## src/hdl/thri_pkg.sv

```systemverilog
`timescale 1ns / 1ps
// ----------------------------------------------------------------------------
// thri_pkg
// Shared types and constants of the humidity ratio interpolator.
// ----------------------------------------------------------------------------
package thri_pkg;

   localparam int TEMP_W   = 8;
   localparam int RATIO_W  = 16;
   localparam int ROWIDX_W = 4;
   localparam int HUM_W    = 7;
   localparam int ROWS_W   = 5;
   localparam int CSR_W    = 7;
   localparam int CSR_IDX_W = 2;

   // arithmetic widths
   localparam int ACC_W   = 36;   // products, quotients and partial results
   localparam int MUL_A_W = 27;   // slope or ratio difference
   localparam int MUL_B_W = 9;    // temperature or humidity offset
   localparam int DEN_W   = 9;    // divisor

   localparam logic ACT_WRITE = 1'b0;
   localparam logic ACT_QUERY = 1'b1;

   localparam logic [CSR_IDX_W-1:0] CSR_ROWS_IN_USE  = 2'd0;
   localparam logic [CSR_IDX_W-1:0] CSR_HUMIDITY_LOW  = 2'd1;
   localparam logic [CSR_IDX_W-1:0] CSR_HUMIDITY_HIGH = 2'd2;

   localparam logic [ROWS_W-1:0] ROWS_RESET    = 5'd16;
   localparam logic [HUM_W-1:0]  HUM_LOW_RESET  = 7'd33;
   localparam logic [HUM_W-1:0]  HUM_HIGH_RESET = 7'd85;

   typedef struct packed {
      logic [TEMP_W-1:0]  temp;
      logic [RATIO_W-1:0] ratio_low;
      logic [RATIO_W-1:0] ratio_high;
   } row_type;

   typedef struct packed {
      logic busy;
      logic done;
   } div_stat_type;

   typedef enum logic [3:0] {
      ST_IDLE,
      ST_FETCH,
      ST_CHECK,
      ST_DIV_LO,
      ST_MUL_LO,
      ST_ADD_LO,
      ST_DIV_HI,
      ST_MUL_HI,
      ST_ADD_HI,
      ST_HUM_MUL,
      ST_HUM_DIV,
      ST_FINISH
   } state_type;

endpackage

```

## src/hdl/thri_if.sv

```systemverilog
`timescale 1ns / 1ps
// ----------------------------------------------------------------------------
// thri_req_if / thri_rsp_if
// Valid/ready channels for request beats and result beats.
// ----------------------------------------------------------------------------
interface thri_req_if;
   logic                                  valid;
   logic                                  ready;
   logic                                  action;
   logic        [thri_pkg::ROWIDX_W-1:0]  row_index;
   logic signed [thri_pkg::TEMP_W-1:0]    row_temp;
   logic        [thri_pkg::RATIO_W-1:0]   row_ratio_low;
   logic        [thri_pkg::RATIO_W-1:0]   row_ratio_high;
   logic signed [thri_pkg::TEMP_W-1:0]    query_temp;
   logic        [thri_pkg::HUM_W-1:0]     query_humidity;

   modport source (
      output valid, action, row_index, row_temp, row_ratio_low, row_ratio_high,
             query_temp, query_humidity,
      input  ready
   );
   modport sink (
      input  valid, action, row_index, row_temp, row_ratio_low, row_ratio_high,
             query_temp, query_humidity,
      output ready
   );
endinterface

interface thri_rsp_if;
   logic                            valid;
   logic                            ready;
   logic [thri_pkg::RATIO_W-1:0]    ratio;
   logic                            fault;

   modport source (output valid, ratio, fault, input ready);
   modport sink (input valid, ratio, fault, output ready);
endinterface

```

## src/hdl/temp_humidity_ratio_interpolator.sv

```systemverilog
`timescale 1ns / 1ps
// ----------------------------------------------------------------------------
// temp_humidity_ratio_interpolator
// Compensation table with piecewise linear interpolation in temperature and
// then in humidity, saturated to 16 bits, fault on a zero divisor.
// ----------------------------------------------------------------------------
// channel   dir  handshake         payload
// req_bus   in   valid / ready     action, row_index, row_temp, row_ratio_low,
//                                  row_ratio_high, query_temp, query_humidity
// rsp_bus   out  valid / ready     ratio, fault
// csr_*     in   csr_we            csr_index, csr_wdata
//
// a write beat is taken in idle and leaves the block ready; a query fetches
// and checks one row at a time, then runs three divides on the shared
// divider when it lies between two rows, or one at a table edge
// synchronous reset clears the sequencer and the result valid and loads the csrs with their defaults;
// table rows hold garbage until written
// a finished result waits in the output register; ready comes back as soon
// as that register is loaded, a stalled rsp holds the next query in its
// last cycle
// ----------------------------------------------------------------------------
module temp_humidity_ratio_interpolator #(
   parameter int TABLE_ROWS = 16
) (
   input  logic                               clock,
   input  logic                               reset,
   input  logic                               csr_we,
   input  logic [thri_pkg::CSR_IDX_W-1:0]     csr_index,
   input  logic [thri_pkg::CSR_W-1:0]         csr_wdata,
   thri_req_if.sink                           req_bus,
   thri_rsp_if.source                         rsp_bus
);

   localparam int AW = $clog2(TABLE_ROWS);
   localparam int CW = $clog2(TABLE_ROWS + 1);
   localparam int ACC_W = thri_pkg::ACC_W;
   localparam int MA_W  = thri_pkg::MUL_A_W;
   localparam int MB_W  = thri_pkg::MUL_B_W;
   localparam int DEN_W = thri_pkg::DEN_W;
   localparam int RW    = thri_pkg::RATIO_W;
   localparam int TW    = thri_pkg::TEMP_W;

   thri_pkg::state_type state_ff, state_in;

   // csrs
   logic [thri_pkg::ROWS_W-1:0] rows_ff;
   logic [thri_pkg::HUM_W-1:0]  hum_lo_ff;
   logic [thri_pkg::HUM_W-1:0]  hum_hi_ff;

   // query context
   logic signed [TW-1:0]         qt_ff, qt_in;
   logic [thri_pkg::HUM_W-1:0]   qh_ff, qh_in;
   logic [CW-1:0]                n_ff, n_in;
   logic [CW-1:0]                idx_ff, idx_in;
   thri_pkg::row_type            cur_ff, cur_in;
   thri_pkg::row_type            prv_ff, prv_in;
   logic signed [ACC_W-1:0]      r1_ff, r1_in;
   logic signed [ACC_W-1:0]      r2_ff, r2_in;
   logic signed [ACC_W-1:0]      prod_ff, prod_in;
   logic signed [ACC_W-1:0]      res_ff, res_in;
   logic                         fault_ff, fault_in;

   // result register
   logic                         rsp_valid_ff, rsp_valid_in;
   logic [RW-1:0]                rsp_ratio_ff, rsp_ratio_in;
   logic                         rsp_fault_ff, rsp_fault_in;

   // control outputs
   logic                         req_fire;
   logic                         ram_we;
   logic                         div_start;
   logic                         out_load;

   // table
   thri_pkg::row_type            wr_row;
   thri_pkg::row_type            rd_row;
   logic [$bits(thri_pkg::row_type)-1:0] rd_bits;

   // shared units
   logic signed [ACC_W-1:0]      div_num;
   logic signed [DEN_W-1:0]      div_den;
   logic signed [ACC_W-1:0]      div_q;
   thri_pkg::div_stat_type       div_stat;
   logic signed [MA_W-1:0]       mul_a;
   logic signed [MB_W-1:0]       mul_b;
   logic signed [ACC_W-1:0]      mul_p;

   // derived values
   logic                         row_above;
   logic [CW-1:0]                idx_nx;
   logic signed [DEN_W-1:0]      dt_row;
   logic signed [DEN_W-1:0]      dt_cur;
   logic signed [MB_W-1:0]       dq;
   logic signed [RW:0]           dr_lo;
   logic signed [RW:0]           dr_hi;
   logic signed [MA_W-1:0]       dr_hum;
   logic signed [MB_W-1:0]       dh_q;
   logic signed [DEN_W-1:0]      dh_ref;
   logic [8:0]                   rows_wide;
   logic [8:0]                   n_wide;
   logic [RW-1:0]                res_sat;

   assign req_fire = req_bus.valid && req_bus.ready;

   assign wr_row.temp       = req_bus.row_temp;
   assign wr_row.ratio_low  = req_bus.row_ratio_low;
   assign wr_row.ratio_high = req_bus.row_ratio_high;
   assign rd_row            = rd_bits;

   thri_ram #(
      .WIDTH ($bits(thri_pkg::row_type)),
      .DEPTH (TABLE_ROWS)
   ) u_table (
      .clock   (clock),
      .wr_en   (ram_we),
      .wr_addr (AW'(req_bus.row_index)),
      .wr_data (wr_row),
      .rd_addr (idx_ff[AW-1:0]),
      .rd_data (rd_bits)
   );

   thri_div u_div (
      .clock    (clock),
      .reset    (reset),
      .start    (div_start),
      .dividend (div_num),
      .divisor  (div_den),
      .quotient (div_q),
      .status   (div_stat)
   );

   // derived values
   always_comb begin
      row_above = qt_ff > $signed(rd_row.temp);
      idx_nx    = idx_ff + CW'(1);
      dt_row    = $signed({rd_row.temp[TW-1], rd_row.temp})
                - $signed({prv_ff.temp[TW-1], prv_ff.temp});
      dt_cur    = $signed({cur_ff.temp[TW-1], cur_ff.temp})
                - $signed({prv_ff.temp[TW-1], prv_ff.temp});
      dq        = $signed({qt_ff[TW-1], qt_ff})
                - $signed({cur_ff.temp[TW-1], cur_ff.temp});
      dr_lo     = $signed({1'b0, cur_ff.ratio_low}) - $signed({1'b0, prv_ff.ratio_low});
      dr_hi     = $signed({1'b0, cur_ff.ratio_high}) - $signed({1'b0, prv_ff.ratio_high});
      dr_hum    = r2_ff[MA_W-1:0] - r1_ff[MA_W-1:0];
      dh_q      = $signed({2'b00, qh_ff}) - $signed({2'b00, hum_lo_ff});
      dh_ref    = $signed({2'b00, hum_hi_ff}) - $signed({2'b00, hum_lo_ff});
      rows_wide = {4'b0000, rows_ff};
      if (rows_wide == 9'd0) begin
         n_wide = 9'd1;
      end else if (rows_wide > 9'(TABLE_ROWS)) begin
         n_wide = 9'(TABLE_ROWS);
      end else begin
         n_wide = rows_wide;
      end
      if (res_ff < 0) begin
         res_sat = '0;
      end else if (res_ff > $signed(ACC_W'(65535))) begin
         res_sat = '1;
      end else begin
         res_sat = res_ff[RW-1:0];
      end
   end

   // shared divider and multiplier operands
   always_comb begin
      div_num = prod_ff;
      div_den = dh_ref;
      mul_a   = dr_hum;
      mul_b   = dh_q;
      unique case (state_ff)
         thri_pkg::ST_DIV_LO: begin
            div_num = {{(ACC_W-RW-1){dr_lo[RW]}}, dr_lo};
            div_den = dt_cur;
         end
         thri_pkg::ST_DIV_HI: begin
            div_num = {{(ACC_W-RW-1){dr_hi[RW]}}, dr_hi};
            div_den = dt_cur;
         end
         thri_pkg::ST_MUL_LO, thri_pkg::ST_MUL_HI: begin
            mul_a = div_q[MA_W-1:0];
            mul_b = dq;
         end
         default: begin
         end
      endcase
   end

   assign mul_p = ACC_W'(mul_a) * ACC_W'(mul_b);

   // next state
   always_comb begin
      state_in = state_ff;
      unique case (state_ff)
         thri_pkg::ST_IDLE: begin
            if (req_fire && req_bus.action == thri_pkg::ACT_QUERY) begin
               state_in = thri_pkg::ST_FETCH;
            end
         end
         thri_pkg::ST_FETCH: state_in = thri_pkg::ST_CHECK;
         thri_pkg::ST_CHECK: begin
            if (row_above) begin
               state_in = (idx_nx == n_ff) ? thri_pkg::ST_HUM_MUL : thri_pkg::ST_FETCH;
            end else if (idx_ff == '0) begin
               state_in = thri_pkg::ST_HUM_MUL;
            end else if (dt_row == '0) begin
               state_in = thri_pkg::ST_FINISH;
            end else begin
               state_in = thri_pkg::ST_DIV_LO;
            end
         end
         thri_pkg::ST_DIV_LO: begin
            if (div_stat.done) begin
               state_in = thri_pkg::ST_MUL_LO;
            end
         end
         thri_pkg::ST_MUL_LO: state_in = thri_pkg::ST_ADD_LO;
         thri_pkg::ST_ADD_LO: state_in = thri_pkg::ST_DIV_HI;
         thri_pkg::ST_DIV_HI: begin
            if (div_stat.done) begin
               state_in = thri_pkg::ST_MUL_HI;
            end
         end
         thri_pkg::ST_MUL_HI: state_in = thri_pkg::ST_ADD_HI;
         thri_pkg::ST_ADD_HI: state_in = thri_pkg::ST_HUM_MUL;
         thri_pkg::ST_HUM_MUL: begin
            state_in = (dh_ref == '0) ? thri_pkg::ST_FINISH : thri_pkg::ST_HUM_DIV;
         end
         thri_pkg::ST_HUM_DIV: begin
            if (div_stat.done) begin
               state_in = thri_pkg::ST_FINISH;
            end
         end
         thri_pkg::ST_FINISH: begin
            if (!rsp_valid_ff || rsp_bus.ready) begin
               state_in = thri_pkg::ST_IDLE;
            end
         end
         default: state_in = thri_pkg::ST_IDLE;
      endcase
   end

   // control outputs
   always_comb begin
      req_bus.ready = 1'b0;
      ram_we        = 1'b0;
      div_start     = 1'b0;
      out_load      = 1'b0;
      unique case (state_ff)
         thri_pkg::ST_IDLE: begin
            req_bus.ready = 1'b1;
            ram_we = req_bus.valid && req_bus.action == thri_pkg::ACT_WRITE
                     && ({5'b00000, req_bus.row_index} < 9'(TABLE_ROWS));
         end
         thri_pkg::ST_DIV_LO, thri_pkg::ST_DIV_HI, thri_pkg::ST_HUM_DIV: begin
            div_start = !div_stat.busy && !div_stat.done;
         end
         thri_pkg::ST_FINISH: begin
            out_load = !rsp_valid_ff || rsp_bus.ready;
         end
         default: begin
         end
      endcase
   end

   // datapath
   always_comb begin
      qt_in    = qt_ff;
      qh_in    = qh_ff;
      n_in     = n_ff;
      idx_in   = idx_ff;
      cur_in   = cur_ff;
      prv_in   = prv_ff;
      r1_in    = r1_ff;
      r2_in    = r2_ff;
      prod_in  = prod_ff;
      res_in   = res_ff;
      fault_in = fault_ff;
      unique case (state_ff)
         thri_pkg::ST_IDLE: begin
            qt_in    = req_bus.query_temp;
            qh_in    = req_bus.query_humidity;
            n_in     = CW'(n_wide);
            idx_in   = '0;
            fault_in = 1'b0;
         end
         thri_pkg::ST_CHECK: begin
            if (row_above) begin
               prv_in = rd_row;
               idx_in = idx_nx;
               r1_in  = $signed({{(ACC_W-RW){1'b0}}, rd_row.ratio_low});
               r2_in  = $signed({{(ACC_W-RW){1'b0}}, rd_row.ratio_high});
            end else begin
               cur_in = rd_row;
               r1_in  = $signed({{(ACC_W-RW){1'b0}}, rd_row.ratio_low});
               r2_in  = $signed({{(ACC_W-RW){1'b0}}, rd_row.ratio_high});
               if (idx_ff != '0 && dt_row == '0) begin
                  fault_in = 1'b1;
               end
            end
         end
         thri_pkg::ST_MUL_LO, thri_pkg::ST_MUL_HI, thri_pkg::ST_HUM_MUL: begin
            prod_in = mul_p;
            if (state_ff == thri_pkg::ST_HUM_MUL && dh_ref == '0) begin
               fault_in = 1'b1;
            end
         end
         thri_pkg::ST_ADD_LO: begin
            r1_in = prod_ff + $signed({{(ACC_W-RW){1'b0}}, cur_ff.ratio_low});
         end
         thri_pkg::ST_ADD_HI: begin
            r2_in = prod_ff + $signed({{(ACC_W-RW){1'b0}}, cur_ff.ratio_high});
         end
         thri_pkg::ST_HUM_DIV: begin
            res_in = r1_ff + div_q;
         end
         default: begin
         end
      endcase
   end

   // result register
   always_comb begin
      rsp_valid_in = rsp_valid_ff;
      rsp_ratio_in = rsp_ratio_ff;
      rsp_fault_in = rsp_fault_ff;
      if (rsp_valid_ff && rsp_bus.ready) begin
         rsp_valid_in = 1'b0;
      end
      if (out_load) begin
         rsp_valid_in = 1'b1;
         rsp_ratio_in = fault_ff ? '0 : res_sat;
         rsp_fault_in = fault_ff;
      end
   end

   always_ff @(posedge clock) begin
      if (reset) begin
         state_ff     <= thri_pkg::ST_IDLE;
         rsp_valid_ff <= 1'b0;
         rows_ff      <= thri_pkg::ROWS_RESET;
         hum_lo_ff    <= thri_pkg::HUM_LOW_RESET;
         hum_hi_ff    <= thri_pkg::HUM_HIGH_RESET;
         fault_ff     <= 1'b0;
      end else begin
         state_ff     <= state_in;
         rsp_valid_ff <= rsp_valid_in;
         fault_ff     <= fault_in;
         if (csr_we) begin
            unique case (csr_index)
               thri_pkg::CSR_ROWS_IN_USE:   rows_ff   <= csr_wdata[thri_pkg::ROWS_W-1:0];
               thri_pkg::CSR_HUMIDITY_LOW:  hum_lo_ff <= csr_wdata;
               thri_pkg::CSR_HUMIDITY_HIGH: hum_hi_ff <= csr_wdata;
               default: begin
               end
            endcase
         end
      end
   end

   always_ff @(posedge clock) begin
      qt_ff        <= qt_in;
      qh_ff        <= qh_in;
      n_ff         <= n_in;
      idx_ff       <= idx_in;
      cur_ff       <= cur_in;
      prv_ff       <= prv_in;
      r1_ff        <= r1_in;
      r2_ff        <= r2_in;
      prod_ff      <= prod_in;
      res_ff       <= res_in;
      rsp_ratio_ff <= rsp_ratio_in;
      rsp_fault_ff <= rsp_fault_in;
   end

   assign rsp_bus.valid = rsp_valid_ff;
   assign rsp_bus.ratio = rsp_ratio_ff;
   assign rsp_bus.fault = rsp_fault_ff;

endmodule

```

## src/hdl/thri_ram.sv

```systemverilog
`timescale 1ns / 1ps
// ----------------------------------------------------------------------------
// thri_ram
// Generic single-write, single-read RAM with registered read data.
// ----------------------------------------------------------------------------
module thri_ram #(
   parameter int WIDTH = 40,
   parameter int DEPTH = 16
) (
   input  logic                     clock,
   input  logic                     wr_en,
   input  logic [$clog2(DEPTH)-1:0] wr_addr,
   input  logic [WIDTH-1:0]         wr_data,
   input  logic [$clog2(DEPTH)-1:0] rd_addr,
   output logic [WIDTH-1:0]         rd_data
);

   logic [WIDTH-1:0] mem [DEPTH];
   logic [WIDTH-1:0] rd_data_ff;

   always_ff @(posedge clock) begin
      if (wr_en) begin
         mem[wr_addr] <= wr_data;
      end
      rd_data_ff <= mem[rd_addr];
   end

   assign rd_data = rd_data_ff;

endmodule

```

## src/hdl/thri_div.sv

```systemverilog
`timescale 1ns / 1ps
// ----------------------------------------------------------------------------
// thri_div
// Signed restoring divider, one quotient bit per cycle, truncating to zero.
// ----------------------------------------------------------------------------
module thri_div (
   input  logic                                 clock,
   input  logic                                 reset,
   input  logic                                 start,
   input  logic signed [thri_pkg::ACC_W-1:0]    dividend,
   input  logic signed [thri_pkg::DEN_W-1:0]    divisor,
   output logic signed [thri_pkg::ACC_W-1:0]    quotient,
   output thri_pkg::div_stat_type               status
);

   localparam int AW = thri_pkg::ACC_W;
   localparam int DW = thri_pkg::DEN_W;
   localparam int CNT_W = $clog2(AW + 1);

   logic             busy_ff, busy_in;
   logic             done_ff, done_in;
   logic [CNT_W-1:0] cnt_ff, cnt_in;
   logic [AW-1:0]    quo_ff, quo_in;
   logic [DW-1:0]    rem_ff, rem_in;
   logic [DW-1:0]    den_ff, den_in;
   logic             neg_ff, neg_in;

   logic [DW:0]      shifted;
   logic [DW:0]      trial;

   always_comb begin
      busy_in = busy_ff;
      done_in = 1'b0;
      cnt_in  = cnt_ff;
      quo_in  = quo_ff;
      rem_in  = rem_ff;
      den_in  = den_ff;
      neg_in  = neg_ff;
      shifted = {rem_ff, quo_ff[AW-1]};
      trial   = shifted - {1'b0, den_ff};
      if (start) begin
         busy_in = 1'b1;
         cnt_in  = CNT_W'(AW);
         rem_in  = '0;
         quo_in  = dividend[AW-1] ? AW'(-dividend) : AW'(dividend);
         den_in  = divisor[DW-1] ? DW'(-divisor) : DW'(divisor);
         neg_in  = dividend[AW-1] ^ divisor[DW-1];
      end else if (busy_ff) begin
         if (shifted >= {1'b0, den_ff}) begin
            rem_in = trial[DW-1:0];
            quo_in = {quo_ff[AW-2:0], 1'b1};
         end else begin
            rem_in = shifted[DW-1:0];
            quo_in = {quo_ff[AW-2:0], 1'b0};
         end
         cnt_in = cnt_ff - CNT_W'(1);
         if (cnt_ff == CNT_W'(1)) begin
            busy_in = 1'b0;
            done_in = 1'b1;
         end
      end
   end

   always_ff @(posedge clock) begin
      if (reset) begin
         busy_ff <= 1'b0;
         done_ff <= 1'b0;
         cnt_ff  <= '0;
      end else begin
         busy_ff <= busy_in;
         done_ff <= done_in;
         cnt_ff  <= cnt_in;
      end
   end

   always_ff @(posedge clock) begin
      quo_ff <= quo_in;
      rem_ff <= rem_in;
      den_ff <= den_in;
      neg_ff <= neg_in;
   end

   assign quotient    = neg_ff ? -$signed(quo_ff) : $signed(quo_ff);
   assign status.busy = busy_ff;
   assign status.done = done_ff;

endmodule

```

## src/flat_wrapper.sv

```systemverilog
// flat-port wrapper written by rule: the top's interface ports become plain ports
module temp_humidity_ratio_interpolator_flat 
#(
   parameter int TABLE_ROWS = 16
)
  (clock, reset, csr_we, csr_index, csr_wdata, req_bus_valid, req_bus_action, req_bus_row_index, req_bus_row_temp, req_bus_row_ratio_low, req_bus_row_ratio_high, req_bus_query_temp, req_bus_query_humidity, req_bus_ready, rsp_bus_valid, rsp_bus_ratio, rsp_bus_fault, rsp_bus_ready);
  thri_req_if req_bus_i ();
  thri_rsp_if rsp_bus_i ();
  input  logic clock;
  input  logic reset;
  input  logic csr_we;
  input  logic [thri_pkg::CSR_IDX_W-1:0] csr_index;
  input  logic [thri_pkg::CSR_W-1:0] csr_wdata;
  input wire logic [$bits(req_bus_i.valid)-1:0] req_bus_valid;
  input wire logic [$bits(req_bus_i.action)-1:0] req_bus_action;
  input wire logic [$bits(req_bus_i.row_index)-1:0] req_bus_row_index;
  input wire logic [$bits(req_bus_i.row_temp)-1:0] req_bus_row_temp;
  input wire logic [$bits(req_bus_i.row_ratio_low)-1:0] req_bus_row_ratio_low;
  input wire logic [$bits(req_bus_i.row_ratio_high)-1:0] req_bus_row_ratio_high;
  input wire logic [$bits(req_bus_i.query_temp)-1:0] req_bus_query_temp;
  input wire logic [$bits(req_bus_i.query_humidity)-1:0] req_bus_query_humidity;
  output wire logic [$bits(req_bus_i.ready)-1:0] req_bus_ready;
  output wire logic [$bits(rsp_bus_i.valid)-1:0] rsp_bus_valid;
  output wire logic [$bits(rsp_bus_i.ratio)-1:0] rsp_bus_ratio;
  output wire logic [$bits(rsp_bus_i.fault)-1:0] rsp_bus_fault;
  input wire logic [$bits(rsp_bus_i.ready)-1:0] rsp_bus_ready;
  assign req_bus_i.valid = req_bus_valid;
  assign req_bus_i.action = req_bus_action;
  assign req_bus_i.row_index = req_bus_row_index;
  assign req_bus_i.row_temp = req_bus_row_temp;
  assign req_bus_i.row_ratio_low = req_bus_row_ratio_low;
  assign req_bus_i.row_ratio_high = req_bus_row_ratio_high;
  assign req_bus_i.query_temp = req_bus_query_temp;
  assign req_bus_i.query_humidity = req_bus_query_humidity;
  assign req_bus_ready = req_bus_i.ready;
  assign rsp_bus_valid = rsp_bus_i.valid;
  assign rsp_bus_ratio = rsp_bus_i.ratio;
  assign rsp_bus_fault = rsp_bus_i.fault;
  assign rsp_bus_i.ready = rsp_bus_ready;
  temp_humidity_ratio_interpolator #(.TABLE_ROWS(TABLE_ROWS)) u_core (.clock(clock), .reset(reset), .csr_we(csr_we), .csr_index(csr_index), .csr_wdata(csr_wdata), .req_bus(req_bus_i), .rsp_bus(rsp_bus_i));
endmodule
```

## config.mk

```make
export PLATFORM = sky130hd
export DESIGN_NAME = temp_humidity_ratio_interpolator_flat
export DESIGN_NICKNAME = d
export VERILOG_FILES = /design/src/hdl/thri_pkg.sv /design/src/hdl/thri_if.sv /design/src/hdl/temp_humidity_ratio_interpolator.sv /design/src/hdl/thri_ram.sv /design/src/hdl/thri_div.sv /design/src/flat_wrapper.sv
export SDC_FILE = /design/constraint.sdc
export NUM_CORES = 2
export LEC_CHECK = 0
export BUFFER_PORTS_ARGS = -buffer_cell sky130_fd_sc_hd__buf_2
export CORE_MARGIN = 4
export CORE_UTILIZATION = 69
export CTS_CLUSTER_DIAMETER = 50
export DETAILED_ROUTE_END_ITERATION = 6
export MAX_ROUTING_LAYER = met4
export PLACE_DENSITY = 0.82
export SYNTH_ARGS = -nofsm -noshare
export SYNTH_HDL_FRONTEND = slang
export SYNTH_HIERARCHICAL = 1
export SYNTH_SLANG_ARGS = --single-unit
```

## constraint.sdc

```tcl
create_clock -name clock -period 21.6 [get_ports clock]
set_clock_uncertainty 0.1 [all_clocks]
set_input_delay 1.08 -clock clock [delete_from_list [all_inputs] [get_ports clock]]
set_output_delay 1.08 -clock clock [all_outputs]
set_load 0.005 [all_outputs]
```

# Word-level counts from Yosys, hierarchy flattened
# Memories as Yosys holds them, arrays and structs flattened. A register that Yosys moved wholly into a read port is not among the register bits.
# Cells that the tools add are included.
[classes]
n_eq_ne = 24
n_mux = 46
n_addsub = 17
mul = 1
bitwise = 4
reduce_logical = 40
order_cmp = 5
[ops]
columns = ["operator", "count"]
rows = [
  ["36-bit 2-to-1 mux", 4],
  ["36-bit one-hot mux with 2 select lines", 2],
  ["36-bit negation", 2],
  ["27-bit one-hot mux with 2 select lines", 1],
  ["4-bit one-hot mux with 12 select lines", 1],
  ["36-bit by 17-bit adder with 36-bit output", 1],
  ["36-bit adder", 1],
  ["36-bit by 17-bit > comparator with 1-bit output, second input constant", 1],
  ["36-bit by 1-bit less-than comparator with 1-bit output, second input constant", 1],
  ["27-bit by 9-bit multiplier with 36-bit output", 1],
  ["4-bit 2-to-1 mux", 9],
  ["16-bit by 16-bit subtractor with 17-bit output", 2],
  ["27-bit by 17-bit adder with 27-bit output", 1],
  ["27-bit 2-to-1 mux", 1],
  ["9-bit 2-to-1 mux", 3],
  ["27-bit subtractor", 1],
  ["8-bit by 8-bit subtractor with 9-bit output", 3],
  ["9-bit logical NOT", 2],
  ["1-bit 2-to-1 mux", 17],
  ["4-bit by 3-bit == test with 1-bit output, second input constant", 4],
  ["4-bit == test, second input constant", 4],
  ["16-bit 2-to-1 mux", 1],
  ["7-bit by 7-bit subtractor with 8-bit output", 2],
  ["6-bit 2-to-1 mux", 2],
  ["35 further kinds", 70],
]
[totals]
mem_count = 1
ff_bits = 345
out_inout_bits = 19
elab_cells = 170
ramBits = 640
inputBits = 74
[memory_table]
columns = ["name", "depth", "width", "rd", "rd_clocked_by_memory_dff", "wr", "line", "source"]
rows = [
  ["u_core.u_table.mem", 16, 40, 1, 1, 1, "thri_ram.sv:18", "logic [WIDTH-1:0] mem [DEPTH];"],
]

# Depth between registers and ports, before layout
[logic_depth]
ltp_word = 6
mapped_depth = 32
depth_no_buf = 31

# By module
# The synthesis kept the hierarchy.
[modules_own_cells]
columns = ["module", "area_each_um2", "cells_per_inst", "seq_area_each_um2", "n_inst"]
rows = [
  ["temp_humidity_ratio_interpolator", 26654.3, 2786, 8217.9, 1],
  ["thri_ram", 25130.4, 1040, 20019.2, 1],
  ["thri_div", 4601.9, 504, 1721.7, 1],
]

# Worst setup path before layout
# Ideal clock, no wire load.
[synth_path]
path_kind = "register to register"
from = "register u_core.r2_ff[0]"
to = "register u_core.prod_ff[32], data pin"
period_less_slack_ps = 7507
arrival_ps = 7147
setup_time_ps = 260
required_time_ps = 21240
setup_slack_ps = 14093
n_path_buf = 0
stages_incl_launch_ff = 31
cell_sequence = "edfxtp_1 inv_1 ha_1 inv_1 fa_1 a211oi_1 o21ai_1 a21o_1 a21o_1 a21o_1 a21oi_1 xnor2_1 mux2i_1 nor2_1 fa_1 inv_1 fa_1 fa_1 inv_1 fa_1 ha_1 ha_1 a211oi_1 o21bai_1 a2111oi_0 nor2_1 a2111oi_0 o21ai_1 a31o_1 a21oi_1 xnor2_1"
[synth_via]
elab_chain_cells = 3
[synth_lines]
columns = ["element", "line", "source"]
rows = [
  ["start, declared", "temp_humidity_ratio_interpolator.sv:58", "logic signed [ACC_W-1:0] r2_ff, r2_in;"],
  ["start signal, assigned", "temp_humidity_ratio_interpolator.sv:368", "r2_ff <= r2_in;"],
  ["27-bit subtractor", "temp_humidity_ratio_interpolator.sv:144", "dr_hum = r2_ff[MA_W-1:0] - r1_ff[MA_W-1:0];"],
  ["27-bit 2-to-1 mux", "temp_humidity_ratio_interpolator.sv:170", "unique case (state_ff)"],
  ["27-bit by 9-bit multiplier with 36-bit output", "temp_humidity_ratio_interpolator.sv:188", "assign mul_p = ACC_W'(mul_a) * ACC_W'(mul_b);"],
  ["named net u_core.mul_p[32]", "temp_humidity_ratio_interpolator.sv:86", "logic signed [ACC_W-1:0] mul_p;"],
  ["end signal, assigned", "temp_humidity_ratio_interpolator.sv:369", "prod_ff <= prod_in;"],
  ["end, declared", "temp_humidity_ratio_interpolator.sv:59", "logic signed [ACC_W-1:0] prod_ff, prod_in;"],
]
# The timed path passes the listed nets, and every way through them passes these cells.
# A chain may end at the register's enable or synchronous reset.

# Worst setup path after layout
[layout_path]
from = "register u_core.qt_ff[0]"
to = "register u_core.prod_ff[35], data pin"
[layout_via]
elab_chain_cells = 3
[layout_lines]
columns = ["element", "line", "source"]
rows = [
  ["start, declared", "temp_humidity_ratio_interpolator.sv:51", "logic signed [TW-1:0] qt_ff, qt_in;"],
  ["start signal, assigned", "temp_humidity_ratio_interpolator.sv:361", "qt_ff <= qt_in;"],
  ["8-bit by 8-bit subtractor with 9-bit output", "temp_humidity_ratio_interpolator.sv:141", "- $signed({cur_ff.temp[TW-1], cur_ff.temp});"],
  ["9-bit 2-to-1 mux", "temp_humidity_ratio_interpolator.sv:170", ""],
  ["27-bit by 9-bit multiplier with 36-bit output", "temp_humidity_ratio_interpolator.sv:188", ""],
  ["named net u_core.mul_p[35]", "temp_humidity_ratio_interpolator.sv:86", ""],
]
# The timed path passes the listed nets, and every way through them passes these cells.

==> summary.md <==
| Metric | Value |
|---|---|
| Yosys reg bits | 1,025 |
| Syn Inst Count | 4,330 |
| # hold bufs at CTS | 0 |
| Crit Path Class | flop to flop |
| Layout area overhead | 9.368% |
| Crit start category | flop |
| ANT nets after route | 0 |
| GR Util All Layers | 37.90% |
| Total grt overflow | 0 |
| Period utilization | 40.51% |
| CP most frequent cell | fa_1 |
| Final setup viols | 0 |
| Clock-pin slew on the worst setup and hold paths | 0.07 ns |
| Largest net degree at the start of global routing | 164 |
| Core ar. | 80,810 um^2 |
| Total Wirelength | 157,600 um |
| Crit end category | flop |
| GRT met3 Usage | 6.808% |
| Routability congestion estimate | 1.007 |
| Post-DP HPWL | 97,150 um |
| Tmin final | 8.751 ns |
| Fillers | 4,764 |
| Via count | 37,740 |
| Final hold violation count | 0 |
| Setup tns final | 0 ns |
| DRC | 6 |
| Met2 Use GR | 59.86% |
| Hold crit path type | flop to flop |
| Storage cell area | 29,960 um^2 |
| I/O pin count | 93 |
| Violated checks | design-rule violations |
| Total Nets Final | 4,975 |
| Crit path arrival time | 9.06 ns |
| RSZ-0062 raised after global routing | no |
| Root Buffer | clkbuf_16 |
| CP max FO | 26 |
| Seq/Total Area, Yosys | 53.13% |
| Clk buf depth | 3 |
| Cell Area, Synth | 56,390 um^2 |
| I/O Buffers | 92 |
| Skew-Pair Late Insertion Delay | 0.74 ns |
| CTS tree | built |
| Largest stage delay on the critical path | 0.86 ns |
| Die height | 293.9 um |
| Layer with the highest usage | met2 |
| Post-CTS Setup Inserts | 0 |
| Post-synth ARST share | 0% |
| Clk sinks | 1,025 |
| Unique masters post-synth | 94 |
| Post-CTS Resized | 0 |
| Slowest cell on crit path | o21a_1 |
| Routed len/inst | 28.16 um |
| Iter 0 DRT Violations | 4,772 |
| Die Area | 86,360 um^2 |
| Slew Viols, Final | 0 |
| Initial cell density of the core | 69.78% |
| Syn nets | 4,874 |
| Initial antenna violation count | 11 |
| Die width | 293.9 um |
| Req. time, crit path | 21.91 ns |
| Area of the multi-input gates | 24,500 um^2 |
| Number of synthesized flops with an enable pin | 943 |
| Max-Slew Margin vs Limit | 16.79% |
| Drt first pass iters | 7 |
| Grt met1 use | 47.48% |
| Main synth FF type | edfxtp_1 |
| Worst slew pin tran | 1.245 ns |
| Fmax | 0.1143 GHz |
| Vias in the first global route | 38,320 |
| Rows | 104 |
| Status | finished with violations |
| Proportion of layout cells with a drive suffix above 1 | 10.86% |
| Maxcap violations | 0 |
| Warnings from Yosys | 6 |
| Via density | 6.745 |
| Syn_area_per_cell | 13.02 um^2 |
| H-tree depth | 3 |
| First-pass GRT wire length | 237,300 um |
| Num CTS Buffers | 106 |
## critical path, delay by kind of cell, from the launching register on
family / cells / cell delay, ns
XOR/XNOR: 1 / 0.12
flip-flops: 1 / 0.36
adder cells (fa/ha/maj): 8 / 3.48
buffers and inverters: 3 / 0.18
AO/OA/AOI/OAI: 11 / 3.42
AND/OR/NAND/NOR: 5 / 0.80
## cells by family after synthesis
logic type                 Yosys count  share of synthesized area [%]
AOI/OAI and AO/OA                  823                          9.613
xor gates and xnor gates           273                          4.240
adders and majority gates          470                          13.19
buffers and inverters              509                          3.766
DFF                               1025                          53.13
muxes                              201                          7.533
and+or+nand+nor                   1029                          8.532
## sequential cells by signal, summed over array words and instances, names as in the netlist, 7 cells and up
register                cells
u_core/prod_ff             36
u_core/cur_ff              40
u_core/rsp_bus.ratio       16
u_core/u_div/quo_ff        36
u_core/res_ff              36
u_core/prv_ff              40
u_core/qt_ff                8
u_core/u_div/den_ff         9
u_core/u_table/rd_data     40
u_core/r2_ff               27
u_core/r1_ff               36
u_core/u_div/rem_ff         9
u_core/hum_lo_ff            7
u_core/u_table/mem        640
u_core/hum_hi_ff            7
u_core/qh_ff                7
## cells in the mapped netlist, types with 10 or more instances
cell type | instances | share of area (%)
nor3_1 | 54 | 0.48
and2_1 | 22 | 0.24
xor2_1 | 106 | 1.6
a211o_1 | 11 | 0.17
o21bai_1 | 20 | 0.27
nand4_1 | 24 | 0.27
and3_1 | 22 | 0.24
nor4_1 | 20 | 0.22
a211oi_1 | 38 | 0.51
dfxtp_1 | 82 | 2.9
o41ai_1 | 22 | 0.34
o21ai_0 | 123 | 1.1
xnor2_1 | 167 | 2.6
nor2b_1 | 40 | 0.44
a21o_1 | 63 | 0.84
or2_2 | 10 | 0.11
nand3_1 | 38 | 0.34
nand2_1 | 328 | 2.2
nor3b_1 | 13 | 0.17
mux4_2 | 100 | 4.0
ha_1 | 263 | 5.8
or3_1 | 24 | 0.27
or4_1 | 17 | 0.23
o31ai_1 | 36 | 0.48
o21ai_1 | 46 | 0.41
edfxtp_1 | 943 | 50
o211ai_1 | 12 | 0.16
clkbuf_1 | 116 | 0.77
mux4_1 | 60 | 2.8
a21oi_1 | 211 | 1.9
o21a_1 | 44 | 0.59
nor2_1 | 329 | 2.2
buf_12 | 11 | 0.39
a31oi_1 | 18 | 0.20
inv_1 | 350 | 2.3
nand2b_1 | 49 | 0.54
mux2i_1 | 34 | 0.60
a22oi_1 | 88 | 1.2
fa_1 | 207 | 7.3
buf_2 | 12 | 0.11
## area by class of cell
class / count / share of cell area, %
diodes: 12 / 0.04869
clock buffers: 135 / 4.593
clock inverters: 65 / 1.311
inverters: 357 / 2.173
multi-input cells: 2796 / 39.73
flip-flops and latches: 1025 / 48.58
well taps: 1060 / 2.151
repair buffers: 145 / 1.412
## stage by stage
stage                     instance area, um^2  util (%)  hold WS, ns  setup slack (ns)  std cells
after floorplan                         56390         -       0.3200             14.09       4330
after global placement                  58000     71.77       0.3306             13.03       5383
after detailed placement                58000     71.77       0.3446             12.91       5383
after CTS                               61640     76.28       0.3667             12.90       5583
after global routing                    61660     76.31       0.3727             12.41       5593
final                                   61670     76.32       0.3614             12.85       5595
## metal layers
layer	vias to the layer above	wire, um
met2	2495	76000
met4	0	10190
met1	18480	56090
met3	536	15290
met5	-	0
li1	16230	-
## final timing paths
kind / from / to / slack, ns / cells past startpoint
min reg2reg: u_core/u_table/rd_data[23] / u_core/cur_ff[23] / 0.36 / 0
max reg2reg: u_core/qt_ff[0] / u_core/prod_ff[35] / 12.85 / 28
max: u_core/qt_ff[0] / u_core/prod_ff[35] / 12.85 / 28
min: u_core/u_table/rd_data[23] / u_core/cur_ff[23] / 0.36 / 0
## layout by cell type (no fill, tap or decap), types with 52 or more instances in the layout
cell       synthesis  final
nand2_1          328    328
mux4_1            60     60
mux4_2           100    100
dfxtp_1           82     82
a21oi_1          211    210
a21o_1            63     63
xnor2_1          167    167
fa_1             207    207
buf_4              3     52
ha_1             263    263
a22oi_1           88     88
clkbuf_16          0    107
edfxtp_1         943    943
xor2_1           106    106
nor2_1           329    313
buf_2             12     92
inv_1            350    350
o21ai_0          123    122
Power is not shown: default switching activity piles up to over one toggle a cycle in this logic, so the estimate is an artifact.
